===== config.mk =====
export PLATFORM = sky130hd
export DESIGN_NAME = cia_front
export DESIGN_NICKNAME = d
export VERILOG_FILES = /design/src/sv/cia_pkg.sv /design/src/sv/cia_front.sv
export SDC_FILE = /design/constraint.sdc
export NUM_CORES = 1
export LEC_CHECK = 0
export BUFFER_PORTS_ARGS = -buffer_cell sky130_fd_sc_hd__buf_4
export CAP_MARGIN = 0
export CORE_MARGIN = 1.5
export CORE_UTILIZATION = 56
export CTS_CLUSTER_SIZE = 25
export DETAILED_ROUTE_END_ITERATION = 7
export PLACE_DENSITY_LB_ADDON = 0.08
export REMOVE_ABC_BUFFERS = 1
export SETUP_SLACK_MARGIN = 0.2
export SLEW_MARGIN = 0
export SYNTH_ARGS = -nofsm -noshare
export SYNTH_HDL_FRONTEND = slang
export SYNTH_SLANG_ARGS = --single-unit

===== constraint.sdc =====
create_clock -name clk -period 14.8 [get_ports clk]
set_input_delay 0 -clock clk [delete_from_list [all_inputs] [get_ports clk]]
set_output_delay 0 -clock clk [all_outputs]
set_load 0.05 [all_outputs]

===== src/sv/cia_pkg.sv =====
// ----------------------------------------------------------------------------
// cia_pkg: shared types and constants for the complex integer alu
// operation codes, data width default and the queue entry layout
// ----------------------------------------------------------------------------
package cia_pkg;

  localparam int unsigned DataWidthDef = 32;
  localparam int unsigned QueueDepth   = 2;

  typedef enum logic [2:0] {
    OP_ADD = 3'd0,
    OP_SUB = 3'd1,
    OP_MUL = 3'd2,
    OP_DIV = 3'd3,
    OP_POW = 3'd4
  } op_t;

  // back end sequencer states
  typedef enum logic [3:0] {
    ST_IDLE,
    ST_MUL1,
    ST_MUL2,
    ST_POW_STEP,
    ST_DIV_PREP,
    ST_DIV_SIGN,
    ST_DIV_RE,
    ST_DIV_IM,
    ST_DIV_FIX,
    ST_DONE
  } st_t;

  // classified item handed from front to back
  typedef struct packed {
    logic        is_add;
    logic        is_sub;
    logic        is_mul;
    logic        is_div;
    logic        is_pow;
    logic [31:0] a_re;
    logic [31:0] a_im;
    logic [31:0] b_re;
    logic [31:0] b_im;
    logic [31:0] power_exp;
  } item_t;

endpackage


===== src/sv/cia_front.sv =====
// ----------------------------------------------------------------------------
// cia_front: input stage
// accepts beats, decodes the operation and feeds a short queue
// ----------------------------------------------------------------------------
module cia_front #(
  parameter int unsigned DATA_WIDTH = cia_pkg::DataWidthDef
) (
  input  logic          clk,
  input  logic          rst_n,
  input  logic          in_tvalid,
  output logic          in_tready,
  input  logic [130:0]  in_tdata,
  input  logic [31:0]   in_tuser,
  output logic          q_valid,
  input  logic          q_ready,
  output cia_pkg::item_t q_item
);
  import cia_pkg::*;

  localparam int unsigned PtrW = $clog2(QueueDepth);

  item_t           mem_r [QueueDepth];
  logic [PtrW-1:0] wr_ptr_r, wr_ptr_nxt, rd_ptr_r, rd_ptr_nxt;
  logic [PtrW:0]   cnt_r, cnt_nxt;
  item_t           dec;
  logic [2:0]      op;
  logic            push, pop;

  // operands keep only their low DATA_WIDTH bits, sign-extended
  function automatic logic [31:0] sx(input logic [31:0] v);
    logic [31:0] m;
    m = v;
    for (int i = 0; i < 32; i++) begin
      if (i >= DATA_WIDTH) m[i] = v[DATA_WIDTH-1];
    end
    return m;
  endfunction

  always_comb begin
    op            = in_tdata[2:0];
    dec.is_add    = (op == OP_ADD);
    dec.is_sub    = (op == OP_SUB);
    dec.is_mul    = (op == OP_MUL);
    dec.is_div    = (op == OP_DIV);
    dec.is_pow    = (op == OP_POW);
    dec.a_re      = sx(in_tdata[34:3]);
    dec.a_im      = sx(in_tdata[66:35]);
    dec.b_re      = sx(in_tdata[98:67]);
    dec.b_im      = sx(in_tdata[130:99]);
    dec.power_exp = in_tuser;
  end

  assign in_tready = (cnt_r != (PtrW+1)'(QueueDepth));
  assign push      = in_tvalid && in_tready;
  assign q_valid   = (cnt_r != '0);
  assign pop       = q_valid && q_ready;
  assign q_item    = mem_r[rd_ptr_r];

  always_comb begin
    wr_ptr_nxt = push ? wr_ptr_r + 1'b1 : wr_ptr_r;
    rd_ptr_nxt = pop ? rd_ptr_r + 1'b1 : rd_ptr_r;
    cnt_nxt    = cnt_r + (PtrW+1)'(push) - (PtrW+1)'(pop);
  end

  always_ff @(posedge clk) begin
    if (!rst_n) begin
      wr_ptr_r <= '0;
      rd_ptr_r <= '0;
      cnt_r    <= '0;
    end else begin
      wr_ptr_r <= wr_ptr_nxt;
      rd_ptr_r <= rd_ptr_nxt;
      cnt_r    <= cnt_nxt;
    end
  end

  always_ff @(posedge clk) begin
    if (push) mem_r[wr_ptr_r] <= dec;
  end

  a_cnt_range: assert property (@(posedge clk) disable iff (!rst_n)
    cnt_r <= (PtrW+1)'(QueueDepth)) else $error("queue overflow");
  a_full_block: assert property (@(posedge clk) disable iff (!rst_n)
    (cnt_r == (PtrW+1)'(QueueDepth)) |-> !in_tready) else $error("ready when full");
  a_cnt_step: assert property (@(posedge clk) disable iff (!rst_n)
    (push && !pop) |=> (cnt_r == $past(cnt_r) + 1'b1)) else $error("count slip");

endmodule


==> metrics.txt <==
die area between 0.02 and 0.025 mm2; status completed; final hold viol count 0; post-synthesis cell count between 500 and 600; top-area cell type share of the netlist area 0.808; vias between 7000 and 8000; crit path max-delay cell type dfxtp_4; Initial Util 0.576; # fillers between 1000 and 1500; Root Driver clkbuf_16; die height around 150 um; vias per cell slightly above 5; Lkg Pwr about 6.7 nW; reg2reg start cnt_r[0]; post-CTS resize count 0; I/O Buffers approximately 330; Post-Route WL between 20000 and 30000 um; Final nets about 1200; Power Dens Cells between 150 and 200 mW/mm2; setup TNS 0 ns; commonest non-fill, non-tap cell in the layout buf_4; Worst Path Arrival between 3 and 4 ns; Ports 334; first-pass GRT wire length just over 40000 um; Max rail drop VDD ~0.15 mV; ranking of synthesized cells by area edfxtp_1 81%, mux2_2 15%, buf_6 1.6%; Top Family by Delay on Critical Path buffers and inverters; DP HPWL between 15000 and 20000 um; gpl congestion approximately 0.74; Fin Clk Skew approximately 0.011 ns; Clock H-tree levels 2; vias in the first global route between 7000 and 8000; Worst Hold Class in -> reg; CP Buf/Inv Count 2; Post-Syn Area ~0.012 mm2; final slew viol count 0; # DRC 0; Hold Path End mem_r[1][41]; drt wl/cell 20.4 um; Total GRT Usage 0.241; Max Cap Viol 0; CTS Buf Count 34; RSZ-0062 raised after global routing no; Post-Place Cells roughly 1100; critical path capture point type output pin; Non-Filler Instances 1366; initial antenna violation count 3; CP required 14.80 ns; Clock Tree Buf Depth 3; syn_area_per_cell ~22 um2; cell mode on critical path buf_4; post-route minimum period 3.22 ns; CTS tree built; most frequent cells in the layout 336 x buf_4, 330 x edfxtp_1, 167 x dlygate4sd3_1; row count 53; Worst Reg-to-Reg Cells 3; clk slew on worst S/H paths 0.07 ns; Routed Antenna Nets 0; Clk Latency, worst-skew pair roughly 0.50 ns; global route overflow 0; Core Region 0.0213 mm2; largest area contributor in the netlist edfxtp_1; area grow syn2layout 44.3%; share of cells above drive strength 1 0.507; 1st-iter DRT viols between 300 and 400; # Post-CTS Setup Buffers 0; CP Class reg -> out; Critical Path Fanout Max 83; register area share after synthesis 0.816; Pre-Repair DR Iteration Count 4; worst reg2reg setup slack between 10 and 15 ns; hold path cells 2; hold_sp in_tdata[108]; Setup violations, final 0; Rel. slew slack 0.244; worst path cell trace buf_4, mux2_2, buf_4; Max Clk Rate approximately 0.31 GHz; Yosys warning total 0; Final Cycle Share 0.218; chip width between 150 and 200 um; startpoint types register; flip-flop and latch count after synthesis approximately 340; Synth cell types 27; CP peak stage delay between 1 and 1.5 ns; Worst-Margin Slew roughly 1.1 ns; largest net degree at the start of global routing 89; reg2reg end mem_r[1][142]; TritonCTS Sinks approximately 340
-- layout make-up --
type                            count  area (um2)  share of cell area
Sequential cell                   335       10000               0.565
Inverter                            1        8.76            0.000495
Tap cell                          275         344              0.0194
Clock inverter                     11         100             0.00565
Antenna cell                        2        5.00            0.000283
Multi-Input combinational cell    193        2070               0.117
Clock buffer                       46         980              0.0553
Timing Repair Buffer              503        4190               0.237
-- through the flow --
stage	power, mW	instance area, um2	util	setup WS (ns)	hold WS (ns)
2_1_floorplan	1.88	12100	-	9.72	0.0989
3_3_place_gp	2.11	15000	0.703	11.83	0.185
3_5_place_dp	2.13	15000	0.703	11.71	0.187
4_1_cts	2.99	17700	0.832	11.50	0.209
5_1_grt	3.07	17700	0.832	11.36	0.213
6_report	2.98	17700	0.832	11.58	0.228
-- where the power goes --
group	internal (mW)	switching, mW
combinational	0.333	0.616
sequential	1.16	0.0498
clock	0.496	0.332
total	1.99	0.997
-- Yosys cell counts, drive strengths merged --
master    n
mux2i     1
ha        1
nand3     1
and2      3
inv       1
a21bo     2
nand2b    2
a211oi    1
nor3      1
nor2      2
and3b     1
a21boi    1
and3      1
o21ai     2
a32oi     1
nor3b     3
buf      18
nand3b    1
or2       1
mux2    165
edfxtp  330
nor2b     1
xnor2     1
nand2     1
dfxtp     5
-- per-layer routing --
layer	wire, um	share of wire	GRT usage	vias up
li1	-	-	-	3219
met1	9860	0.35	0.262	3460
met2	15000	0.54	0.450	272
met3	2070	0.074	0.0630	58
met4	924	0.033	0.0903	2
met5	10	0.00036	0	-
-- worst max path at each step --
stage               cells after the start  slack [ns]            end
floorplan                               2        9.72    mem_r[1][0]
global route                            3       11.36     q_item[12]
detailed placement                      3       11.71  mem_r[1][100]
CTS                                     3       11.50     q_item[12]
global placement                        3       11.83  mem_r[1][100]
finish                                  3       11.58     q_item[12]
-- timing repair --
action,4_1_cts,5_1_grt
hold buffers,167,0
endpoints found under the hold margin,335,0
endpoints found under the setup margin,0,0
-- worst reg2reg max path, cell delays in order, from the launching register on --
cell and delay, ns:
dfxtp_1 0.46, nand2b_4 0.20, and3_4 0.92, buf_4 1.02
-- cells by family after synthesis --
group	count (synthesis)	share of synthesized area
flops	335	0.816
mux	166	0.152
xor+xnor	1	0.000714
fa+ha+maj	1	0.00102
buf+inv	19	0.0163
simple gates	18	0.00959
compound gates	7	0.00439
-- state kept, by name, indices dropped and copies added (netlist names), named ones only --
name and cells:
cnt_r 2, mem_r 330, rd_ptr_r 1, wr_ptr_r 1
Note: power is estimated with default switching activity, not from simulation.
